### src/rtl/core/mfr_pkg.sv
`timescale 1ns / 1ps

package mfr_pkg;

   // Largest message in bytes; a payload byte at this position or beyond is an overflow.
   localparam int MESSAGE_CAPACITY = 16384;
   localparam int WIDX_W = $clog2(MESSAGE_CAPACITY + 1);

   // Result kinds.
   localparam logic [1:0] KIND_PAYLOAD  = 2'd0;
   localparam logic [1:0] KIND_COMPLETE = 2'd1;
   localparam logic [1:0] KIND_SEQ_ERR  = 2'd2;
   localparam logic [1:0] KIND_OVERFLOW = 2'd3;

   // Header classes, taken from the two top bits of the header byte.
   localparam logic [1:0] HDR_FIRST  = 2'b00;
   localparam logic [1:0] HDR_MIDDLE = 2'b01;
   localparam logic [1:0] HDR_SKIP   = 2'b10;
   localparam logic [1:0] HDR_LAST   = 2'b11;

   // Configuration port.
   localparam int CSR_ADDR_W = 3;
   localparam int CSR_DATA_W = 32;
   localparam logic REG_MULTICAST_PORT = 1'b0;
   localparam logic [7:0] MULTICAST_PORT_RESET = 8'd100;

   // Result queue.
   localparam int QUEUE_DEPTH = 8;
   localparam int QPTR_W = $clog2(QUEUE_DEPTH);
   localparam int MAX_RESULTS = 3;

   typedef struct packed {
      logic [7:0] rx_byte;
      logic       frame_first;
      logic       frame_last;
      logic [7:0] frame_port;
   } req_type;

   typedef struct packed {
      logic [1:0]  kind;
      logic [7:0]  out_byte;
      logic [13:0] byte_index;
      logic [7:0]  subset_total;
      logic [5:0]  frames_done;
      logic        last;
   } rsp_type;

   // Results of one request handed from the engine to the queue.
   typedef struct packed {
      logic [1:0]                  count;
      rsp_type [MAX_RESULTS-1:0]   item;
   } push_type;

endpackage

### src/rtl/core/mfr_csr.sv
`timescale 1ns / 1ps

module mfr_csr
   import mfr_pkg::*;
(
   input  logic                  clock,
   input  logic                  reset,
   input  logic                  csr_psel,
   input  logic                  csr_penable,
   input  logic                  csr_pwrite,
   input  logic [CSR_ADDR_W-1:0] csr_paddr,
   input  logic [CSR_DATA_W-1:0] csr_pwdata,
   output logic [CSR_DATA_W-1:0] csr_prdata,
   output logic                  csr_pready,
   output logic [7:0]            multicast_port
);

   logic [7:0] port_ff;
   logic [7:0] port_in;
   logic       wr_hit;

   // Registers are decoded on the word address; the low byte-lane bits are ignored.
   assign wr_hit = csr_psel && csr_penable && csr_pwrite
                   && (csr_paddr[CSR_ADDR_W-1] == REG_MULTICAST_PORT);

   assign port_in = wr_hit ? csr_pwdata[7:0] : port_ff;

   always_ff @(posedge clock) begin
      if (reset) begin
         port_ff <= MULTICAST_PORT_RESET;
      end else begin
         port_ff <= port_in;
      end
   end

   always_comb begin
      csr_prdata = '0;
      if (csr_paddr[CSR_ADDR_W-1] == REG_MULTICAST_PORT) begin
         csr_prdata[7:0] = port_ff;
      end
   end

   assign csr_pready     = 1'b1;
   assign multicast_port = port_ff;

endmodule

### src/rtl/core/mfr_engine.sv
`timescale 1ns / 1ps

module mfr_engine
   import mfr_pkg::*;
(
   input  logic       clock,
   input  logic       reset,
   input  logic       req_valid,
   output logic       req_ready,
   input  req_type    req_payload,
   input  logic [7:0] multicast_port,
   input  logic       space_ok,
   output push_type   push
);

   localparam logic [1:0] MODE_IGNORE = 2'd0;
   localparam logic [1:0] MODE_FIRST  = 2'd1;
   localparam logic [1:0] MODE_MIDDLE = 2'd2;
   localparam logic [1:0] MODE_LAST   = 2'd3;

   function automatic logic [13:0] to_index(input logic [WIDX_W-1:0] w);
      logic [WIDX_W+13:0] t;
      t = {14'd0, w};
      return t[13:0];
   endfunction

   function automatic rsp_type make_rsp(input logic [1:0] k, input logic [7:0] v,
                                        input logic [13:0] idx, input logic [7:0] sc,
                                        input logic [5:0] fs);
      rsp_type r;
      r.kind         = k;
      r.out_byte     = v;
      r.byte_index   = idx;
      r.subset_total = sc;
      r.frames_done  = fs;
      r.last         = 1'b0;
      return r;
   endfunction

   // Input register.
   req_type item_ff;
   logic    valid_ff;
   logic    fire;
   logic    take;

   // Reassembly state.
   logic [5:0]        frames_seen_ff, frames_seen_in;
   logic [5:0]        frames_expected_ff, frames_expected_in;
   logic [7:0]        subset_count_ff, subset_count_in;
   logic [WIDX_W-1:0] write_index_ff, write_index_in;
   logic [1:0]        frame_mode_ff, frame_mode_in;
   logic [1:0]        header_position_ff, header_position_in;
   logic              zero_held_ff, zero_held_in;
   logic              payload_stopped_ff, payload_stopped_in;
   logic              message_ready_ff, message_ready_in;

   logic [1:0]                n;
   rsp_type [MAX_RESULTS-1:0] res;
   logic [7:0]                b;
   logic [5:0]                seq;
   logic                      seq_follows;

   assign fire      = valid_ff && space_ok;
   assign req_ready = !valid_ff || fire;
   assign take      = req_valid && req_ready;

   always_ff @(posedge clock) begin
      if (take) begin
         item_ff <= req_payload;
      end
   end

   always_ff @(posedge clock) begin
      if (reset) begin
         valid_ff <= 1'b0;
      end else if (take) begin
         valid_ff <= 1'b1;
      end else if (fire) begin
         valid_ff <= 1'b0;
      end
   end

   assign b   = item_ff.rx_byte;
   assign seq = b[5:0];

   // One request per pass: state update and up to three results, in model order.
   always_comb begin
      frames_seen_in     = frames_seen_ff;
      frames_expected_in = frames_expected_ff;
      subset_count_in    = subset_count_ff;
      write_index_in     = write_index_ff;
      frame_mode_in      = frame_mode_ff;
      header_position_in = header_position_ff;
      zero_held_in       = zero_held_ff;
      payload_stopped_in = payload_stopped_ff;
      message_ready_in   = message_ready_ff;
      n           = 2'd0;
      res         = '0;
      seq_follows = 1'b0;

      if (item_ff.frame_first) begin
         zero_held_in       = 1'b0;
         payload_stopped_in = 1'b0;
         header_position_in = 2'd0;
         // A finished message that never saw its closing byte is dropped here.
         if (message_ready_ff) begin
            subset_count_in  = '0;
            frames_seen_in   = '0;
            write_index_in   = '0;
            message_ready_in = 1'b0;
         end
         // The sequence check uses the frame count left after any dropped message.
         seq_follows = ({1'b0, seq} == ({1'b0, frames_seen_in} + 7'd1));
         if (item_ff.frame_port != multicast_port) begin
            frame_mode_in = MODE_IGNORE;
         end else begin
            case (b[7:6])
               HDR_FIRST: begin
                  frames_expected_in = (seq == 6'd0) ? 6'd1 : seq;
                  frames_seen_in     = 6'd1;
                  write_index_in     = '0;
                  subset_count_in    = '0;
                  message_ready_in   = (seq == 6'd0);
                  frame_mode_in      = MODE_FIRST;
                  header_position_in = 2'd1;
               end
               HDR_MIDDLE: begin
                  if (seq_follows) begin
                     frames_seen_in     = seq;
                     frame_mode_in      = MODE_MIDDLE;
                     header_position_in = 2'd2;
                  end else begin
                     res[n] = make_rsp(KIND_SEQ_ERR, 8'd0, 14'd0,
                                       subset_count_in, frames_seen_in);
                     n = n + 2'd1;
                     subset_count_in    = '0;
                     frames_seen_in     = '0;
                     write_index_in     = '0;
                     message_ready_in   = 1'b0;
                     frame_mode_in      = MODE_IGNORE;
                     header_position_in = 2'd0;
                     zero_held_in       = 1'b0;
                  end
               end
               HDR_LAST: begin
                  if (seq_follows && (seq == frames_expected_ff)) begin
                     frames_seen_in     = seq;
                     message_ready_in   = 1'b1;
                     frame_mode_in      = MODE_LAST;
                     header_position_in = 2'd2;
                  end else begin
                     res[n] = make_rsp(KIND_SEQ_ERR, 8'd0, 14'd0,
                                       subset_count_in, frames_seen_in);
                     n = n + 2'd1;
                     subset_count_in    = '0;
                     frames_seen_in     = '0;
                     write_index_in     = '0;
                     message_ready_in   = 1'b0;
                     frame_mode_in      = MODE_IGNORE;
                     header_position_in = 2'd0;
                     zero_held_in       = 1'b0;
                  end
               end
               default: begin
                  frame_mode_in = MODE_IGNORE;
               end
            endcase
         end
      end else if (frame_mode_ff != MODE_IGNORE) begin
         if (header_position_ff == 2'd1) begin
            subset_count_in    = b;
            header_position_in = 2'd2;
         end else if (!payload_stopped_ff) begin
            if (zero_held_ff) begin
               zero_held_in = 1'b0;
               if (b == 8'd0) begin
                  payload_stopped_in = 1'b1;
               end else begin
                  // The held zero goes out first, then this byte.
                  if (write_index_in >= WIDX_W'(MESSAGE_CAPACITY)) begin
                     res[n] = make_rsp(KIND_OVERFLOW, 8'd0, 14'd0,
                                       subset_count_in, frames_seen_in);
                     n = n + 2'd1;
                     subset_count_in    = '0;
                     frames_seen_in     = '0;
                     write_index_in     = '0;
                     message_ready_in   = 1'b0;
                     frame_mode_in      = MODE_IGNORE;
                     header_position_in = 2'd0;
                  end else begin
                     res[n] = make_rsp(KIND_PAYLOAD, 8'd0, to_index(write_index_in),
                                       subset_count_in, frames_seen_in);
                     n = n + 2'd1;
                     write_index_in = write_index_in + WIDX_W'(1);
                  end
                  if (frame_mode_in != MODE_IGNORE) begin
                     if (write_index_in >= WIDX_W'(MESSAGE_CAPACITY)) begin
                        res[n] = make_rsp(KIND_OVERFLOW, 8'd0, 14'd0,
                                          subset_count_in, frames_seen_in);
                        n = n + 2'd1;
                        subset_count_in    = '0;
                        frames_seen_in     = '0;
                        write_index_in     = '0;
                        message_ready_in   = 1'b0;
                        frame_mode_in      = MODE_IGNORE;
                        header_position_in = 2'd0;
                     end else begin
                        res[n] = make_rsp(KIND_PAYLOAD, b, to_index(write_index_in),
                                          subset_count_in, frames_seen_in);
                        n = n + 2'd1;
                        write_index_in = write_index_in + WIDX_W'(1);
                     end
                  end
               end
            end else if (b == 8'd0) begin
               zero_held_in = 1'b1;
            end else begin
               if (write_index_in >= WIDX_W'(MESSAGE_CAPACITY)) begin
                  res[n] = make_rsp(KIND_OVERFLOW, 8'd0, 14'd0,
                                    subset_count_in, frames_seen_in);
                  n = n + 2'd1;
                  subset_count_in    = '0;
                  frames_seen_in     = '0;
                  write_index_in     = '0;
                  message_ready_in   = 1'b0;
                  frame_mode_in      = MODE_IGNORE;
                  header_position_in = 2'd0;
                  zero_held_in       = 1'b0;
               end else begin
                  res[n] = make_rsp(KIND_PAYLOAD, b, to_index(write_index_in),
                                    subset_count_in, frames_seen_in);
                  n = n + 2'd1;
                  write_index_in = write_index_in + WIDX_W'(1);
               end
            end
         end
      end

      if (item_ff.frame_last) begin
         if ((frame_mode_in != MODE_IGNORE) && message_ready_in) begin
            res[n] = make_rsp(KIND_COMPLETE, 8'd0, to_index(write_index_in) - 14'd1,
                              subset_count_in, frames_seen_in);
            n = n + 2'd1;
            subset_count_in  = '0;
            frames_seen_in   = '0;
            write_index_in   = '0;
            message_ready_in = 1'b0;
         end
         frame_mode_in      = MODE_IGNORE;
         header_position_in = 2'd0;
         zero_held_in       = 1'b0;
      end

      if (n != 2'd0) begin
         res[n - 2'd1].last = 1'b1;
      end
   end

   always_ff @(posedge clock) begin
      if (reset) begin
         frames_seen_ff     <= '0;
         frames_expected_ff <= '0;
         subset_count_ff    <= '0;
         write_index_ff     <= '0;
         frame_mode_ff      <= MODE_IGNORE;
         header_position_ff <= '0;
         zero_held_ff       <= 1'b0;
         payload_stopped_ff <= 1'b0;
         message_ready_ff   <= 1'b0;
      end else if (fire) begin
         frames_seen_ff     <= frames_seen_in;
         frames_expected_ff <= frames_expected_in;
         subset_count_ff    <= subset_count_in;
         write_index_ff     <= write_index_in;
         frame_mode_ff      <= frame_mode_in;
         header_position_ff <= header_position_in;
         zero_held_ff       <= zero_held_in;
         payload_stopped_ff <= payload_stopped_in;
         message_ready_ff   <= message_ready_in;
      end
   end

   assign push.count = fire ? n : 2'd0;
   assign push.item  = res;

endmodule

### src/rtl/core/mfr_rsp_queue.sv
`timescale 1ns / 1ps

module mfr_rsp_queue
   import mfr_pkg::*;
(
   input  logic     clock,
   input  logic     reset,
   input  push_type push,
   output logic     space_ok,
   output logic     rsp_valid,
   input  logic     rsp_ready,
   output rsp_type  rsp_payload
);

   rsp_type             entry_ff [QUEUE_DEPTH];
   logic [QPTR_W-1:0]   wr_ptr_ff, wr_ptr_in;
   logic [QPTR_W-1:0]   rd_ptr_ff, rd_ptr_in;
   logic [QPTR_W:0]     count_ff, count_in;
   logic                pop;

   assign pop = rsp_valid && rsp_ready;

   // Room for a full burst is judged on the registered count alone.
   assign space_ok = (count_ff <= (QPTR_W + 1)'(QUEUE_DEPTH - MAX_RESULTS));

   assign wr_ptr_in = wr_ptr_ff + QPTR_W'(push.count);
   assign rd_ptr_in = rd_ptr_ff + QPTR_W'(pop);
   assign count_in  = count_ff + (QPTR_W + 1)'(push.count) - (QPTR_W + 1)'(pop);

   always_ff @(posedge clock) begin
      for (int i = 0; i < MAX_RESULTS; i++) begin
         if (2'(i) < push.count) begin
            entry_ff[wr_ptr_ff + QPTR_W'(i)] <= push.item[i];
         end
      end
   end

   always_ff @(posedge clock) begin
      if (reset) begin
         wr_ptr_ff <= '0;
         rd_ptr_ff <= '0;
         count_ff  <= '0;
      end else begin
         wr_ptr_ff <= wr_ptr_in;
         rd_ptr_ff <= rd_ptr_in;
         count_ff  <= count_in;
      end
   end

   assign rsp_valid   = (count_ff != '0);
   assign rsp_payload = entry_ff[rd_ptr_ff];

endmodule

### src/rtl/core/multicast_fragment_reassembler_top.sv
`timescale 1ns / 1ps

// Channel   Ports                              Direction  Content
// request   req_valid, req_ready, req_payload  in         one received frame byte
// response  rsp_valid, rsp_ready, rsp_payload  out        payload, completion or error
// csr       csr_psel ... csr_pready            in/out     multicast port register
//
// A request is taken into an input register and processed, once the queue has room,
// in a single pass that updates the reassembly state and produces up to three
// responses. These go into an eight-entry response queue that drains one response
// per cycle while rsp_ready is high, so the sustained rate is one request per cycle
// while each request yields at most one response; more are bound by the drain rate.
// Request ready depends only on registered state (input register busy and queue
// fill), so a stalled response side never reaches the request side combinationally.
// Synchronous active-high reset empties the queue and restores the reassembly state
// and the multicast port (100); no clearing pass is needed.

module multicast_fragment_reassembler_top
   import mfr_pkg::*;
(
   input  logic                  clock,
   input  logic                  reset,
   input  logic                  req_valid,
   output logic                  req_ready,
   input  req_type               req_payload,
   output logic                  rsp_valid,
   input  logic                  rsp_ready,
   output rsp_type               rsp_payload,
   input  logic                  csr_psel,
   input  logic                  csr_penable,
   input  logic                  csr_pwrite,
   input  logic [CSR_ADDR_W-1:0] csr_paddr,
   input  logic [CSR_DATA_W-1:0] csr_pwdata,
   output logic [CSR_DATA_W-1:0] csr_prdata,
   output logic                  csr_pready
);

   logic [7:0] multicast_port;
   logic       space_ok;
   push_type   push;

   // Configuration register file.
   mfr_csr u_csr (
      .clock          (clock),
      .reset          (reset),
      .csr_psel       (csr_psel),
      .csr_penable    (csr_penable),
      .csr_pwrite     (csr_pwrite),
      .csr_paddr      (csr_paddr),
      .csr_pwdata     (csr_pwdata),
      .csr_prdata     (csr_prdata),
      .csr_pready     (csr_pready),
      .multicast_port (multicast_port)
   );

   // Input register, frame parser and message state.
   mfr_engine u_engine (
      .clock          (clock),
      .reset          (reset),
      .req_valid      (req_valid),
      .req_ready      (req_ready),
      .req_payload    (req_payload),
      .multicast_port (multicast_port),
      .space_ok       (space_ok),
      .push           (push)
   );

   // Response queue feeding the output channel.
   mfr_rsp_queue u_rsp_queue (
      .clock       (clock),
      .reset       (reset),
      .push        (push),
      .space_ok    (space_ok),
      .rsp_valid   (rsp_valid),
      .rsp_ready   (rsp_ready),
      .rsp_payload (rsp_payload)
   );

endmodule
### config.mk
export PLATFORM = sky130hd
export DESIGN_NAME = multicast_fragment_reassembler_top
export DESIGN_NICKNAME = d
export VERILOG_FILES = /design/src/rtl/core/mfr_pkg.sv /design/src/rtl/core/mfr_csr.sv /design/src/rtl/core/mfr_engine.sv /design/src/rtl/core/mfr_rsp_queue.sv /design/src/rtl/core/multicast_fragment_reassembler_top.sv
export SDC_FILE = /design/constraint.sdc
export NUM_CORES = 1
export LEC_CHECK = 0
export CELL_PAD_IN_SITES_DETAIL_PLACEMENT = 1
export CELL_PAD_IN_SITES_GLOBAL_PLACEMENT = 2
export CORE_MARGIN = 4
export CORE_UTILIZATION = 41
export DETAILED_ROUTE_END_ITERATION = 10
export DONT_BUFFER_PORTS = 1
export PLACE_DENSITY_LB_ADDON = 0.15
export SETUP_SLACK_MARGIN = 0.15
export SYNTH_ARGS = -nofsm -noshare
export SYNTH_HDL_FRONTEND = slang
export SYNTH_HIERARCHICAL = 1
export SYNTH_SLANG_ARGS = --single-unit
export TNS_END_PERCENT = 20
### constraint.sdc
create_clock -name clock -period 9.15 [get_ports clock]
set_input_delay 2.745 -clock clock [delete_from_list [all_inputs] [get_ports clock]]
set_output_delay 2.745 -clock clock [all_outputs]
set_load 0.005 [all_outputs]
* Yosys cells after proc, flatten, opt, wreduce, memory -nomap -nowiden
Memory sizes are Yosys's and may differ from the RTL's. A register that Yosys moved wholly into a read port is not among the register bits.
Cells that the tools add are included.
** Storage, ports and cells
- Register bits after elaboration :: 79
- Bits in latches :: 0
- Bits in writable memories :: 312
- Memory bits (read-only) :: 0
- Input bits :: 60
- Output and inout bits :: 74
- Word-level logic and storage cells :: 285
- Memories :: 1
** Memory list
- u_rsp_queue.entry_ff :: depth 8, bits a word 39, rd ports 1, clocked after memory_dff 1, wr ports 3, line mfr_rsp_queue.sv:15 : rsp_type entry_ff [QUEUE_DEPTH];
** Operators by class
- Add/subtract/negate cells :: 13
- Multipliers :: 0
- Divide/modulo/power cells :: 0
- Order comparisons :: 12
- Equal/unequal tests :: 11
- Shift-type cells :: 0
- Mux-type cells :: 200
- Bitwise operators :: 2
- Reduce and logical (&&, ||, !) cells :: 28
** Operators with widths (count)
- 117-bit 2-to-1 mux :: 9
- 39-bit 2-to-1 mux :: 16
- 117-bit bitwise mux :: 4
- 15-bit 2-to-1 mux :: 22
- 39-bit demux with 2-bit select :: 3
- 8-bit 2-to-1 mux :: 23
- 78-bit 2-to-1 mux :: 2
- 6-bit 2-to-1 mux :: 24
- 2-bit 2-to-1 mux :: 50
- 39-bit case mux with 2 select lines :: 1
- 15-bit case mux with 3 select lines :: 1
- 1-bit 2-to-1 mux :: 38
- 15-bit by 1-bit adder with 15-bit output (second input constant) :: 2
- 15-bit >= comparator (second input constant) :: 2
- 8-bit case mux with 3 select lines :: 1
- 6-bit case mux with 3 select lines :: 1
- 14-bit by 1-bit subtractor with 14-bit output (second input constant) :: 1
- 2-bit case mux with 3 select lines :: 2
- 4-bit AND reduction :: 3
- 2-bit nonzero test :: 6
- 1-bit logical AND :: 11
- 2-bit by 3-bit < comparator with 1-bit output (second input constant) :: 3
- 8-bit zero test :: 1
- 8-bit != test :: 1
- 32 further kinds :: 39

* Longest topological paths before layout
Gate-level depths: netlist of run 1.
- Depth after elaboration :: 28
- Depth in mapped cells :: 24

* Cells and area by module
The synthesis of run 1 kept the hierarchy.
** By module, submodules not included
- mfr_rsp_queue :: times used 1, cells an instance 2245, area each 21451.8 um2, seq. area each 9569.2 um2
- mfr_engine :: times used 1, cells an instance 805, area each 6128.4 um2, seq. area each 1401.3 um2
- mfr_csr :: times used 1, cells an instance 70, area each 615.6 um2, seq. area each 160.2 um2

* Worst setup path after synthesis of run 1
OpenSTA, ideal clock, no wires.
- Path kind :: flip-flop to flip-flop
- Start point :: register u_engine.message_ready_ff
- End point :: memory u_rsp_queue/entry_ff[4][0] (netlist bit), enable pin
- Setup time :: 0.449 ns
- Data arrival time :: 5.884 ns
- Required time :: 8.701 ns
- Setup slack :: 2.817 ns
- Stages on the path, launching flop included :: 20
- Cell sequence :: dfxtp_1 > clkbuf_1 > nor2b_1 > ha_1 > nand3_1 > xnor3_1 > or4b_4 > o311ai_4 > nand2_4 > o41ai_4 > o311a_4 > buf_6 > mux2i_1 > nor2_1 > buf_2 > buf_2 > clkbuf_1 > inv_1 > o32a_1 > o22ai_1
** RTL lines
- from (decl) :: line mfr_engine.sv:55 : logic message_ready_ff, message_ready_in;
- from (signal assigned) :: line mfr_engine.sv:279 : message_ready_ff <= message_ready_in;
- to (decl) :: line mfr_rsp_queue.sv:15

==> reports/metrics.csv, run 1 <==
metric,value,unit
outcome,finished clean,
number of global-route vias before repair,26900,
drt total wl,121000,um
total global routing overflow,0,
clock root buffer,clkbuf_16,
Worst path max stage delay,0.85,ns
drt via density,6.96,
crit path cell chain,nor2b_1 > ha_1 > nor2b_1 > nor3_1 > a31oi_1 > a2111oi_4 > a31oi_1 > o31ai_1 > o311a_4 > xor2_2 > nor2_1 > nand3b_1 > buf_4 > buf_4 > nor3_1 > a31oi_1,
fin crit period,7.21,ns
"leading cell type in the layout, fill and taps excluded",nand2_1,
DR WL/cell,32.4,um
required time worst endpoint,9.44,ns
Hold Buf Count CTS,0,
H-tree depth,2,
dpl cells,3658,
Final #Nets,2923,
Worst Hold Path Cells,2,
Vias,26100,
worst reg2reg path endpoint,u_rsp_queue/entry_ff[6][29],
num rows,95,
area of the multi-input gates,15300,um2
syn avg cell area,9.04,um2
critical register-to-register path startpoint,u_engine/message_ready_ff,
Cell variety after synth,96,
initial DRC count,2519,
power per cell area,157,nW/um2
RSZ-0062 raised after global routing,false,
slowest CP cell,nor2_1,
sequential element share of the synthesized area,39.5,%
core box area,67600,um2
asr flop ratio synth,0,%
R2R setup slack,1.94,ns
Hold Crit Class,flip-flop to flip-flop,
Worst setup EP type,flip-flop,
"FF+latch count, synth",391,
clock skew,0.0353,ns
critical setup path kind,flip-flop to flip-flop,
ys flop type,edfxtp_1,
"commonest non-fill, non-tap cells in the layout","375 x nand2_1, 339 x nor3_1, 335 x o21ai_0",
clk_lat worst skew,0.62,ns
# port buffers,0,
yosys warns,6,
max-slew violations,0,
r2r worst-path depth,16,
layout cells sized above 1,11.9,%
largest net degree at the start of global routing,222,
CTS Sinks,391,
# DRC,0,
Peak VDD IR,135,uV
register area,11100,um2
Die H,270,um
Post-CTS Setup Repair Bufs,0,
setup_tns,0,ns
Layout Area Growth over Synthesis,5.68,%
final hold violation count,0,
initial core utilization,41.7,%
max-cap violation count,0,
first-pass GRT wire length,179000,um
TritonCTS clock tree,built,
cell mode on critical path,a31oi_1,
Hold Startpoint,u_csr/multicast_port[4],
Top-Level Pins,134,
post-CTS sizing,0,
final std cells w/o fill,3753,
Mapped Cells,3120,
cell family with most CP delay,simple AND/OR/NAND/NOR gates,
die area,73000,um2
Detail Route Antenna Nets,0,
synthesized area,28200,um2
Fill cells,7607,
Num CTS Buffers,50,
Peak Freq,0.139,GHz
worst-margin pin slew,1.24,ns
Final period util,78.8,%
Post-synth EDFFs,330,
GRT Overall Usage,32.1,%
Die W,270,um
initial antenna violation count,3,
"Reg clk slew, reported paths",0.06,ns
Hold EP,u_csr/multicast_port[4],
worst-path fanout max,52,
final RePlAce weighted congestion,0.898,
CP Data Arrival Time,7.50,ns
Max transition margin,16.9,%
"Setup violations, final",0,
dpl hpwl,67300,um
Worst Path Buf+Inv,2,
DRT Pass-1 Iters,5,
maximum clock insertion buffer count,3,
Leak,0.00849,uW
Startpoint Class,flip-flop,
Crit path depth,16,
## registers in the layout, summed over array words and instances (netlist names), 6 cells and up
signal	count
u_engine/subset_count_ff	8
u_csr/multicast_port	8
u_engine/b	8
u_engine/write_index_ff	15
u_engine/frames_seen_ff	6
u_engine/frames_expected_ff	6
u_engine/item_ff	10
u_rsp_queue/entry_ff	312
## worst reg2reg max path: cells and delay by family (launching register included)
family / cells / cell delay, ns
and+or+nand+nor: 6 / 2.57
xor gates and xnor gates: 1 / 0.25
AOI/OAI and AO/OA: 6 / 2.14
buffers and inverters: 2 / 0.96
DFF: 1 / 0.72
adders and majority gates: 1 / 0.28
## power breakdown
group          switching [uW]  leakage, uW  internal (uW)
combinational             329      0.00436            327
clock                     845     0.000807           1160
sequential               76.3      0.00332           1930
## stage by stage
stage	area (um2)	setup WS, ns	power (uW)	hold WS [ns]	util [%]
after global placement	28200	2.27	2700	0.478	41.6
after floorplan	28300	2.82	2530	0.468	-
after CTS	29800	2.18	4710	0.509	44.1
final	29800	1.94	4670	0.511	44.1
after detailed placement	28200	2.20	2710	0.499	41.6
after global routing	29800	1.75	4830	0.538	44.1
## synthesized netlist by cell type, types with 57 or more instances
library cell	count	area share (%)
nand2_1	378	5.0
nor3_1	339	6.0
o21ai_0	335	5.9
edfxtp_1	330	35
a31oi_1	317	7.0
clkbuf_1	244	3.2
nor2_1	104	1.4
and4b_1	79	2.8
mux4_2	78	6.2
buf_2	63	1.1
nand3_1	63	1.1
dfxtp_1	61	4.3
buf_4	57	1.5
## worst max-delay path by stage
| stage | end | from | slack, ns |
|---|---|---|---|
| finish | u_rsp_queue/entry_ff[6][29] | u_engine/message_ready_ff | 1.94 |
| global route | u_rsp_queue/entry_ff[2][26] | u_engine/message_ready_ff | 1.75 |
| CTS | u_rsp_queue/entry_ff[2][26] | u_engine/message_ready_ff | 2.18 |
| detailed placement | u_rsp_queue/entry_ff[2][22] | u_engine/message_ready_ff | 2.20 |
| global placement | u_rsp_queue/entry_ff[2][22] | u_engine/message_ready_ff | 2.27 |
| floorplan | u_rsp_queue/entry_ff[4][0] | u_engine/message_ready_ff | 2.82 |
## layer usage
metal  share of wire [%]  wire, um  global-route usage (%)
met1                  41     49400                    42.7
met2                  47     57200                    53.2
met3                 8.3     10100                    4.92
met4                 3.9      4720                    12.0
met5               0.018        22                       0
## layout make-up
class | instances | area share, %
multi-input combinational | 2306 | 51.3
sequential | 391 | 37.4
clock buffer | 66 | 4.68
tap | 873 | 3.67
timing repair buffer | 58 | 1.71
clock inverter | 28 | 0.815
inverter | 30 | 0.378
antenna | 1 | 0.00840
## cell families (layout without fill, tap and decap cells)
| group | count (synthesis) | count (layout) | synth area share [%] |
|---|---|---|---|
| xor+xnor | 45 | 45 | 1.58 |
| compound gates | 848 | 848 | 18.1 |
| buf+inv | 454 | 182 | 7.43 |
| mux | 139 | 139 | 8.59 |
| simple gates | 1213 | 1213 | 23.5 |
| flops | 391 | 391 | 39.5 |
| other cells | 3 | 35 | 0.0399 |
| fa+ha+maj | 27 | 27 | 1.24 |
No activity file was read; power rests on OpenSTA's default activity.
==> inputs of run 2 (changes only) <==
--- a/config.mk
+++ b/config.mk
@@ -5,10 +5,11 @@
 export SDC_FILE = /design/constraint.sdc
 export NUM_CORES = 1
 export LEC_CHECK = 0
+export ABC_AREA = 1
 export CELL_PAD_IN_SITES_DETAIL_PLACEMENT = 1
 export CELL_PAD_IN_SITES_GLOBAL_PLACEMENT = 2
 export CORE_MARGIN = 4
-export CORE_UTILIZATION = 41
+export CORE_UTILIZATION = 34
 export DETAILED_ROUTE_END_ITERATION = 10
 export DONT_BUFFER_PORTS = 1
 export PLACE_DENSITY_LB_ADDON = 0.15
==> constraint.sdc (replaced) <==
create_clock -name clock -period 6.6 [get_ports clock]
set_input_delay 1.98 -clock clock [delete_from_list [all_inputs] [get_ports clock]]
set_output_delay 1.98 -clock clock [all_outputs]
set_load 0.005 [all_outputs]
==> run 2 against run 1 <==
Final cell count rose by 36%. Clock power rose by 39%. Non-clock buffer count rose by 47. Critical path type unchanged. Critical endpoint is now u_rsp_queue/entry_ff[0][16]. Largest cell class unchanged.
==> reports/metrics.csv, run 2 <==
metric,value,unit,change
WL met2,62000,um,was 57200 um
biggest regs,"u_rsp_queue/entry_ff: 312 flops, u_engine/write_index_ff: 15 flops, u_engine/item_ff: 10 flops",,unchanged
Fill cells,10500,,was 7607
initial DRC count,2800,,was 2519
top cell type's share of synthesized area,34.6,%,was 35.1%
Mapped Cells,4174,,was 3120
Post-CTS Setup Repair Bufs,0,,unchanged
Hold Crit Class,flip-flop to flip-flop,,unchanged
cell mode on critical path,nand2_1,,was a31oi_1
syn avg cell area,6.87,um2,was 9.04 um2
DR WL met3,7680,um,was 10100 um
Post-synth EDFFs,330,,unchanged
Max transition margin,25.1,%,was 16.9%
first-pass GRT wire length,194000,um,was 179000 um
Worst path max stage delay,0.83,ns,was 0.85 ns
register area,11100,um2,about the same
slowest CP cell,nor3_2,,was nor2_1
number of global-route vias before repair,29300,,was 26900
Die W,298,um,was 270 um
setup_tns,0,ns,unchanged
area of the multi-input gates,14900,um2,was 15300 um2
RSZ-0062 raised after global routing,false,,unchanged
Leak,0.0142,uW,was 0.00849 uW
outcome,finished clean,,unchanged
asr flop ratio synth,0,%,unchanged
CTS Sinks,391,,unchanged
core box area,83600,um2,was 67600 um2
TritonCTS clock tree,built,,unchanged
layout cells sized above 1,7.45,%,was 11.9%
power per cell area,224,nW/um2,was 157 nW/um2
met1 wire length,57100,um,was 49400 um
dpl hpwl,80900,um,was 67300 um
Hold Buf Count CTS,0,,unchanged
Vias,29200,,was 26100
"Reg clk slew, reported paths",0.06,ns,about the same
# DRC,0,,unchanged
"commonest non-fill, non-tap cells in the layout","1376 x nand2_1, 454 x nand3_1, 389 x nor2_1",,"was 375 x nand2_1, 339 x nor3_1, 335 x o21ai_0"
fin crit period,5.90,ns,was 7.21 ns
Final #Nets,4059,,was 2923
largest net degree at the start of global routing,113,,was 222
CP Data Arrival Time,6.38,ns,was 7.50 ns
GRT Overall Usage,28.5,%,was 32.1%
Peak Freq,0.169,GHz,was 0.139 GHz
Synth area leader,edfxtp_1,,unchanged
initial antenna violation count,0,,was 3
drt via density,5.74,,was 6.96
initial core utilization,34.3,%,was 41.7%
Layout Area Growth over Synthesis,8.02,%,was 5.68%
cell family with most CP delay,simple AND/OR/NAND/NOR gates,,unchanged
final RePlAce weighted congestion,0.838,,was 0.898
DRT Pass-1 Iters,5,,unchanged
Num CTS Buffers,52,,was 50
sequential element share of the synthesized area,38.8,%,was 39.5%
post-place setup slack,0.788,ns,was 2.20 ns
max-slew violations,0,,unchanged
Worst setup EP type,flip-flop,,unchanged
synthesized area,28700,um2,was 28200 um2
crit path cell chain,inv_1 > nand3_1 > inv_1 > nand2_1 > nor2_2 > nor2_4 > inv_2 > nor3_2 > nand2_1 > inv_1 > ha_1 > nand4_2 > buf_4 > nor2_1 > nand2_1 > nand2_1,,was nor2b_1 > ha_1 > nor2b_1 > nor3_1 > a31oi_1 > a2111oi_4 > a31oi_1 > o31ai_1 > o311a_4 > xor2_2 > nor2_1 > nand3b_1 > buf_4 > buf_4 > nor3_1 > a31oi_1
drt total wl,131000,um,was 121000 um
"Setup violations, final",0,,unchanged
H-tree depth,2,,unchanged
Final period util,89.5,%,was 78.8%
final hold violation count,0,,unchanged
num rows,106,,was 95
DR WL/cell,25.7,um,was 32.4 um
# port buffers,0,,unchanged
total global routing overflow,0,,unchanged
worst-margin pin slew,1.12,ns,was 1.24 ns
post-CTS sizing,0,,unchanged
critical setup path kind,flip-flop to flip-flop,,unchanged
ant diodes,0,,was 1
clk_lat worst skew,0.62,ns,about the same
Post-synth top cells,"1380 x nand2_1, 472 x nand3_1, 389 x nor2_1, 330 x edfxtp_1, 330 x nand4_1",,"was 378 x nand2_1, 339 x nor3_1, 335 x o21ai_0, 330 x edfxtp_1, 317 x a31oi_1"
ys flop type,edfxtp_1,,unchanged
worst-path fanout max,15,,was 52
"leading cell type in the layout, fill and taps excluded",nand2_1,,unchanged
clock skew,0.0250,ns,was 0.0353 ns
Reg with most FFs,u_rsp_queue/entry_ff,,unchanged
maximum clock insertion buffer count,3,,unchanged
"FF+latch count, synth",391,,unchanged
Detail Route Antenna Nets,0,,unchanged
Cell variety after synth,56,,was 96
Worst Path Buf+Inv,5,,was 2
Top-Level Pins,134,,unchanged
Die H,298,um,was 270 um
top-count cell post-synth,nand2_1,,unchanged
Startpoint Class,flip-flop,,unchanged
required time worst endpoint,7.07,ns,was 9.44 ns
Synth area leaders,"edfxtp_1 35%, nand2_1 18%, nand3_1 8.2%",,"was edfxtp_1 35%, a31oi_1 7.0%, mux4_2 6.2%"
yosys warns,6,,unchanged
Peak VDD IR,174,uV,was 135 uV
top layer in use,met4,,was met5
worst setup margin,0.696,ns,was 1.94 ns
clock root buffer,clkbuf_16,,unchanged
max FFs per register,312,,unchanged
max-cap violation count,0,,unchanged
die area,89000,um2,was 73000 um2
run 2: cell count changes in the layout (fill, tap and decap cells not counted), sizes merged, moves of 78 or more:
cell / before / now
inv: 29 / 264
nor3: 339 / 20
nor2: 106 / 416
mux4: 78 / 0
nand2: 380 / 1390
a31oi: 317 / 2
nand3: 65 / 487
nand4: 12 / 334
and4b: 79 / 0
run 2: per-layer routing:
metal | GRT usage [%] | vias up
met5 | 0 | -
met4 | 7.69 | 0
met3 | 3.33 | 256
met2 | 48.6 | 1032
met1 | 38.4 | 14400
li1 | - | 13500
run 2: cell type report:
cell class	count	share of cell area, %
Sequential cell	391	36.0
Clock inverter	22	0.513
Inverter	267	3.26
Timing Repair Buffer	105	3.15
Multi-Input combinational cell	3156	48.0
Clock buffer	72	4.78
Tap cell	1080	4.36
run 2: path summary, 6_finish.rpt:
path / startpoint / endpoint / slack (ns) / depth (start not counted)
worst min-delay path: u_engine/frames_expected_ff[1] / u_engine/frames_expected_ff[1] / 0.47 / 2
worst min register to register: u_engine/frames_expected_ff[1] / u_engine/frames_expected_ff[1] / 0.47 / 2
worst max register to register: u_engine/b[2] / u_rsp_queue/entry_ff[0][16] / 0.70 / 16
worst max-delay path: u_engine/b[2] / u_rsp_queue/entry_ff[0][16] / 0.70 / 16
run 2: through the flow:
step / instances / util [%] / cell area (um2) / power, uW / hold WS (ns)
3_3_place_gp: 4999 / 35.1 / 29300 / 4210 / 0.456
5_1_grt: 5093 / 37.1 / 31000 / 7290 / 0.492
6_report: 5093 / 37.1 / 31000 / 6940 / 0.467
3_5_place_dp: 4999 / 35.1 / 29300 / 4220 / 0.455
4_1_cts: 5093 / 37.1 / 31000 / 7030 / 0.469
2_1_floorplan: 4205 / - / 28800 / 3730 / 0.446
run 2: cells by family (layout without fill, tap and decap cells):
group	after synthesis	in the layout	share of synthesized area, %
simple gates	2660	2660	41.2
buf+inv	658	466	10.4
compound gates	414	414	7.76
flops	391	391	38.8
fa+ha+maj	26	26	1.19
xor+xnor	22	22	0.672
other cells	3	34	0.0393
run 2: power breakdown:
part	leakage [uW]	switching (uW)	total (uW)	internal, uW
registers	0.00371	95.1	2780	2680
logic	0.00964	1020	1380	360
clock network	0.000800	1160	2790	1630
run 2: tightest hold or removal path, delay by kind of cell, from the launching register on:
| family | cells | cell delay [ns] |
|---|---|---|
| buf+inv | 1 | 0.05 |
| compound gates | 1 | 0.06 |
| flops | 1 | 0.31 |
